[src/rtl/assert_macros.svh]
// ---------------------------------------------------------------------------
// Assertion macros
// Shared concurrent assertion forms used by the RTL.
// ---------------------------------------------------------------------------
`ifndef ASSERT_MACROS_SVH
`define ASSERT_MACROS_SVH

// Same-cycle implication, checked outside reset
`define MET_ASSERT_IMP(lbl, clk, rst, ante, cons, msg) \
  lbl: assert property (@(posedge clk) disable iff (rst) (ante) |-> (cons)) \
    else $error(msg);

// Next-cycle implication, checked outside reset
`define MET_ASSERT_NEXT(lbl, clk, rst, ante, cons, msg) \
  lbl: assert property (@(posedge clk) disable iff (rst) (ante) |=> (cons)) \
    else $error(msg);

`endif

[src/rtl/met_pkg.sv]
// ---------------------------------------------------------------------------
// met_pkg
// Constants, sequencer states and shared types of the minimum-error
// threshold block.
// ---------------------------------------------------------------------------
`default_nettype none

package met_pkg;

  // Default configuration
  localparam int NUM_BINS_DEF      = 256;
  localparam int COUNT_BITS_DEF    = 24;
  localparam int LOG_FRAC_BITS_DEF = 16;
  localparam int MUL_W_DEF         = 49;

  // Fixed port widths
  localparam int BIN_COUNT_W = 24;
  localparam int THR_W       = 8;
  localparam int COLOR_W     = 16;

  // Multiplier digit width (bits of the second operand per cycle)
  localparam int DIG_W = 8;

  // Mantissa width of the log unit
  localparam int MANT_W = 32;

  // Sequencer states
  typedef enum logic [4:0] {
    S_LOAD,
    S_FETCH,
    S_MUL_HJ,
    S_MUL_HJJ,
    S_ACC,
    S_CHK1,
    S_MUL_NQ1,
    S_MUL_SS1,
    S_MUL_NQ2,
    S_MUL_SS2,
    S_CHK2,
    S_LOG_NORM,
    S_LOG_SQ,
    S_MUL_NL,
    S_CMP,
    S_NEXT,
    S_OUT
  } met_state_t;

  // Multiplier status
  typedef struct packed {
    logic busy;
    logic done;
  } met_mul_sts_t;

endpackage

`default_nettype wire

[src/rtl/met_mul.sv]
// ---------------------------------------------------------------------------
// met_mul
// Shared digit-serial multiplier: one 8-bit digit of b per cycle, most
// significant digit first. The product holds after done until next start.
// ---------------------------------------------------------------------------
`default_nettype none

module met_mul #(
  parameter int MW = met_pkg::MUL_W_DEF
) (
  input  wire logic                  clk,
  input  wire logic                  rst,
  input  wire logic                  start,
  input  wire logic [MW-1:0]         a,
  input  wire logic [MW-1:0]         b,
  output logic      [2*MW-1:0]       p,
  output met_pkg::met_mul_sts_t      sts
);
  import met_pkg::*;

  localparam int PW   = 2 * MW;
  localparam int NDIG = (MW + DIG_W - 1) / DIG_W;
  localparam int BPW  = NDIG * DIG_W;
  localparam int CNTW = $clog2(NDIG);

  logic [MW-1:0]       a_r;
  logic [BPW-1:0]      b_r;
  logic [PW-1:0]       acc;
  logic [CNTW-1:0]     cnt;
  logic                busy;
  logic                done;
  logic [MW+DIG_W-1:0] pp;
  logic [PW-1:0]       acc_next;

  // Partial product of the current top digit
  assign pp       = a_r * b_r[BPW-1 -: DIG_W];
  assign acc_next = (acc << DIG_W) + PW'(pp);

  // Control
  always_ff @(posedge clk) begin
    if (rst) begin
      busy <= 1'b0;
      done <= 1'b0;
      cnt  <= '0;
    end else begin
      done <= 1'b0;
      if (start) begin
        busy <= 1'b1;
        cnt  <= '0;
      end else if (busy) begin
        cnt <= cnt + CNTW'(1);
        if (cnt == CNTW'(NDIG - 1)) begin
          busy <= 1'b0;
          done <= 1'b1;
        end
      end
    end
  end

  // Datapath: load operands, then accumulate one digit a cycle
  always_ff @(posedge clk) begin
    if (start) begin
      a_r <= a;
      b_r <= BPW'(b);
      acc <= '0;
    end else if (busy) begin
      acc <= acc_next;
      b_r <= b_r << DIG_W;
    end
  end

  assign p        = acc;
  assign sts.busy = busy;
  assign sts.done = done;

endmodule

`default_nettype wire

[config.mk]
export PLATFORM = sky130hd
export DESIGN_NAME = met_mul
export DESIGN_NICKNAME = d
export VERILOG_FILES = /design/src/rtl/assert_macros.svh /design/src/rtl/met_pkg.sv /design/src/rtl/met_mul.sv
export SDC_FILE = /design/constraint.sdc
export NUM_CORES = 1
export LEC_CHECK = 0
export BUFFER_PORTS_ARGS = -buffer_cell sky130_fd_sc_hd__buf_2
export CELL_PAD_IN_SITES_DETAIL_PLACEMENT = 0
export CELL_PAD_IN_SITES_GLOBAL_PLACEMENT = 1
export CORE_MARGIN = 10
export CORE_UTILIZATION = 49
export CTS_BUF_LIST = sky130_fd_sc_hd__clkbuf_4 sky130_fd_sc_hd__clkbuf_8
export DETAILED_ROUTE_END_ITERATION = 10
export GPL_ROUTABILITY_DRIVEN = 0
export PLACE_DENSITY = 0.85
export SLEW_MARGIN = 20
export SYNTH_ARGS = -nofsm -noshare
export SYNTH_HDL_FRONTEND = slang
export SYNTH_SLANG_ARGS = --single-unit
[constraint.sdc]
create_clock -name clk -period 6.6 [get_ports clk]
set_clock_uncertainty 0.2 [all_clocks]
set_input_delay 0.66 -clock clk [delete_from_list [all_inputs] [get_ports clk]]
set_output_delay 0.66 -clock clk [all_outputs]
set_load 0.01 [all_outputs]
# == Word level (Yosys, flattened, before mapping) ==
# Index checks and enable logic that the tools add are counted.
# totals
ff_bits,208
input_bits,101
elab_cells,21
output_inout_bits,100
# op_classes
mul,1
reduce_logical,3
add_sub_neg,2
n_mux,6
n_eq_ne,1
bitwise,1
# ops
op,count
adder 98 x 57 -> 98 bit,1
2-to-1 mux 49 bit,2
multiplier 49 x 8 -> 57 bit,1
2-to-1 mux 1 bit,4
adder 3 x 1 -> 3 bit (second input constant),1
== test 3 bit (second input constant),1
OR reduction 3 bit,1
nonzero test 2 bit,1
OR reduction 2 bit,1
NOT 1 bit,1

# == Logic depth before layout (Yosys ltp) ==
# depth
ltp_word,4
mapped_depth,22
depth_no_buf,19

# == Worst setup path after synthesis ==
# Ideal clock, no wire load.
# synth_timing
kind,flip-flop to flip-flop
start,reg b_r[49]
end,reg acc[87] (netlist: p[87])
stages_incl_launch_ff,23
path_buffers,4
period_less_slack_ns,6.006
t_required_ns,6.292
arrival_time_ns,5.699
setup_slack_ns,0.594
setup_time_ns,0.108
path_cell_list,dfxtp_1 clkbuf_1 clkbuf_1 nand2_1 fa_1 inv_1 fa_1 fa_1 inv_1 fa_1 inv_1 ha_1 buf_2 nand4_1 or2_0 or4_1 a21oi_2 o31ai_2 o311ai_2 buf_6 nand3_2 or4_1 o211ai_1
# synth_via
elab_chain_cells,2
# synth_lines
item,line_no,rtl
from (decl),met_mul.sv:27,logic [BPW-1:0] b_r;
from (signal assigned),met_mul.sv:64,b_r <= BPW'(b);
from (signal assigned),met_mul.sv:68,b_r <= b_r << DIG_W;
multiplier 49 x 8 -> 57 bit,met_mul.sv:36,assign pp = a_r * b_r[BPW-1 -: DIG_W];
adder 98 x 57 -> 98 bit,met_mul.sv:37,assign acc_next = (acc << DIG_W) + PW'(pp);
to (signal assigned),met_mul.sv:67,acc <= acc_next;
to (decl),met_mul.sv:28,logic [PW-1:0] acc;
# Every way passes these cells.
# A chain may end at the register's enable or synchronous reset.

# == Worst setup path after layout ==
# layout_timing
start,reg a_r[24]
end,reg acc[67] (netlist: p[67])
# layout_via
elab_chain_cells,2
# layout_lines
item,line_no,rtl
from (decl),met_mul.sv:26,logic [MW-1:0] a_r;
from (signal assigned),met_mul.sv:63,a_r <= a;
multiplier 49 x 8 -> 57 bit,met_mul.sv:36,
adder 98 x 57 -> 98 bit,met_mul.sv:37,
# Every way passes these cells.

==> metrics.md <==
| Metric | Value |
|---|---|
| Area leader, netlist | fa_1 |
| Die H | 233 um |
| Leak pwr | ~0.012 uW |
| R2R cell count | 18 |
| DR iter-0 viols | 1255 |
| Critical Path AT | approximately 6600 ps |
| CTS Buf Count | 42 |
| Post-layout util | 56.6% |
| Critical setup path kind | reg2reg |
| Clock Latency Late Sink | between 600 and 700 ps |
| List of most frequent post-synthesis cells | inv_1 (347), fa_1 (330), and2_1 (308), nand2_1 (213), dfxtp_1 (110) |
| Die X | 233 um |
| Ys async rst share | 0% |
| RSZ-0062 raised after global routing | false |
| Number of I/O port buffers | 200 |
| Startpoint Class | flip-flop |
| Ranking of synthesized cells by area | fa_1 (30%), edfxtp_1 (13%), dfxtp_1 (9.9%) |
| Worst EP required | 6940 ps |
| Antenna violations before repair | 0 |
| Max Fclk | 159 MHz |
| Avg WL per Cell | 20.4 um |
| Top-count cell post-synth | inv_1 |
| Placed Area | 24000 um^2 |
| Crit Path Max Fanout | 11 |
| Largest net degree at the start of global routing | between 70 and 80 |
| Max cap viols | 0 |
| Worst-margin pin slew | ~910 ps |
| TritonCTS clock tree | built |
| Max stage delay cell, worst path | or4_1 |
| Initial core utilization | 49.4% |
| Pre-CTS setup slack | -194 ps |
| Avg Inst Size Synth | 9.49 um^2 |
| Hold WS | 102 ps |
| Worst Hold Class | in2reg |
| Hold endpoint | b_r[0]$_SDFFCE_PN0P_ |
| # IOs | 201 |
| Worst path most repeated cell | fa_1 |
| Post-Syn Area | 22300 um^2 |
| Setup violations, final | 0 |
| Share of layout cells above drive strength 1 | 14.8% |
| Tcrit/Tclk final | 95.2% |
| Worst vdd ir | 0.000205 V |
| Setup ws final | 314 ps |
| GRT Util Overall | between 20 and 25% |
| Setup TNS | 0 ps |
| Global-route wire length before repair | 105000 um |
| Cell variety after synth | 69 |
| Core Footprint | 45200 um^2 |
| Slew Limit Fails | 0 |
| Yosys warns | 0 |
| Status | complete, no violations |
| Max-slew headroom | between 30% and 40% |
| Hold Path Depth | 2 |
| CTS clk-pin slew, worst paths | 70 ps |
| R2R setup slack | between 300 and 400 ps |
| Sequential fraction of the synthesis area | 23.0% |
| EDFF count, synth | 98 |
| Reg2reg start | a_r[24]$_DFFE_PP_ |
| CTS root buffer | clkbuf_8 |
| H-Tree Depth | 2 |
| Mapped Nets | 2872 |
| Vias in the first global route | 19.1k |
| Final worst path period need | 6290 ps |
| Critical path cell sequence | and2_1 -> fa_1 -> fa_1 -> fa_1 -> inv_1 -> fa_1 -> inv_1 -> ha_1 -> nand4_1 -> or2_0 -> or4_1 -> a21oi_4 -> o31ai_2 -> o311ai_2 -> buf_6 -> nand2_2 -> or4_1 -> a311oi_1 |
| DRT Pass-1 Iters | 5 |
| Post-synth top area share | 29.6% |
| PwrDens | 339 nW/um^2 |
| Design area | roughly 26000 um^2 |
| R2R Path End | p[67]$_SDFFE_PP0P_ |
| Yosys reg bits | 208 |
| Post-detail-place hpwl | roughly 49000 um |
| Residual DRC count | 0 |
| Routed vias | approximately 18k |
| Delay of the slowest critical-path stage | between 500 and 600 ps |
| Detailed Route WL | ~66000 um |
| Final net count | 3100 |
| Critical Path End Type | flip-flop |
| CTS Buffer Depth | 3 |
| Worst hold start | b[0] |
| Cell Rows | 78 |
| Detail Route Antenna Nets | 0 |
| P&R area growth vs syn | 14.6% |
| Via/cell ratio | 5.57 |
| Die ar. | 54500 um^2 |
| Sink Count | roughly 210 |
| Synthesized instance count | 2354 |
| Hold Vio Cnt, Final | 0 |
| Ys flop type | dfxtp_1 |
| GRT overflow | 0 |
per-stage QoR:
stage	std cells	total power (uW)
after floorplan	2354	5370
after global placement	3080	6950
after detailed placement	3080	7010
after CTS	3207	8660
after global routing	3215	9430
final	3216	8680
worst max-delay path, delay by kind of cell (launching register included):
kind / cells / cell delay [ps]
adder cells (fa/ha/maj): 5 / 2380
AND/OR/NAND/NOR: 6 / 1840
AO/OA/AOI/OAI: 4 / 920
flip-flops: 1 / 530
buffers and inverters: 3 / 310
final cells by class:
| class | instances | area (um^2) |
|---|---|---|
| Fill cell | 4035 | 19600 |
| Inverter | 347 | 1300 |
| Multi-Input combinational cell | 1683 | 15400 |
| Clock inverter | 25 | 264 |
| Tap cell | 600 | 751 |
| Timing Repair Buffer | 300 | 1980 |
| Clock buffer | 52 | 678 |
| Sequential cell | 208 | 5160 |
| Antenna cell | 1 | 2.50 |
state kept, by name, summed over array words and instances (netlist names):
name  count
busy      1
a_r      49
done      1
p        98
b_r      56
cnt       3
cell usage in the layout (no fill, tap or decap), drive strengths merged, types with 33 or more instances in the layout:
cell,n
nand3,38
ha,87
fa,330
a21oi,90
dfxtp,110
xor2,33
inv,349
dlygate4sd3,50
nand4,37
nand2,213
clkbuf,54
o21ai,51
edfxtp,98
mux2,41
a21o,37
buf,248
nor2,101
and2,308
layer usage:
layer | up-vias | GRT usage, % | routed length, um
met2 | 605 | 40.8 | 32000
met4 | 0 | 7.98 | 1820
li1 | 8154 | - | -
met1 | 9047 | 31.2 | 27500
met3 | 114 | 4.63 | 4360
met5 | - | 0 | 0
kinds of logic (layout without fill, tap and decap cells):
group / after synthesis / in the layout / share of synthesized area [%]
xor gates and xnor gates: 51 / 51 / 2.00
and+or+nand+nor: 821 / 821 / 19.4
DFF: 208 / 208 / 23.0
adders and majority gates: 417 / 417 / 34.5
AOI/OAI and AO/OA: 321 / 321 / 9.70
other: 0 / 1 / 0
muxes: 73 / 73 / 3.50
buffers and inverters: 463 / 724 / 7.91
timing repair:
action | CTS | global route
hold endpoints to repair | 50 | 0
pin swaps | 0 | 1
buffers inserted | 0 | 6
hold buffers | 50 | 0
resized for setup | 3 | 14
cloned | 0 | 2
setup endpoints to repair | 17 | 23
report_power, final:
group | total, uW | leakage (uW) | switching (uW) | internal [uW]
combinational | 5310 | 0.00973 | 3280 | 2020
clock | 1550 | 0.000480 | 668 | 883
sequential | 1820 | 0.00188 | 266 | 1550
worst max-delay path by stage:
stage,startpoint,to,slack (ps),cells past startpoint
final,a_r[24]$_DFFE_PP_,p[67]$_SDFFE_PP0P_,310,18
after global routing,b_r[52]$_SDFFE_PP0P_,p[96]$_SDFFE_PP0P_,30,19
after CTS,b_r[52]$_SDFFE_PP0P_,p[76]$_SDFFE_PP0P_,60,19
after detailed placement,b_r[52]$_SDFFE_PP0P_,p[76]$_SDFFE_PP0P_,-190,19
after global placement,b_r[52]$_SDFFE_PP0P_,p[96]$_SDFFE_PP0P_,10,20
after floorplan,b_r[49]$_SDFFE_PP0P_,p[87]$_SDFFE_PP0P_,590,22
No activity file was read; power rests on OpenSTA's default activity.
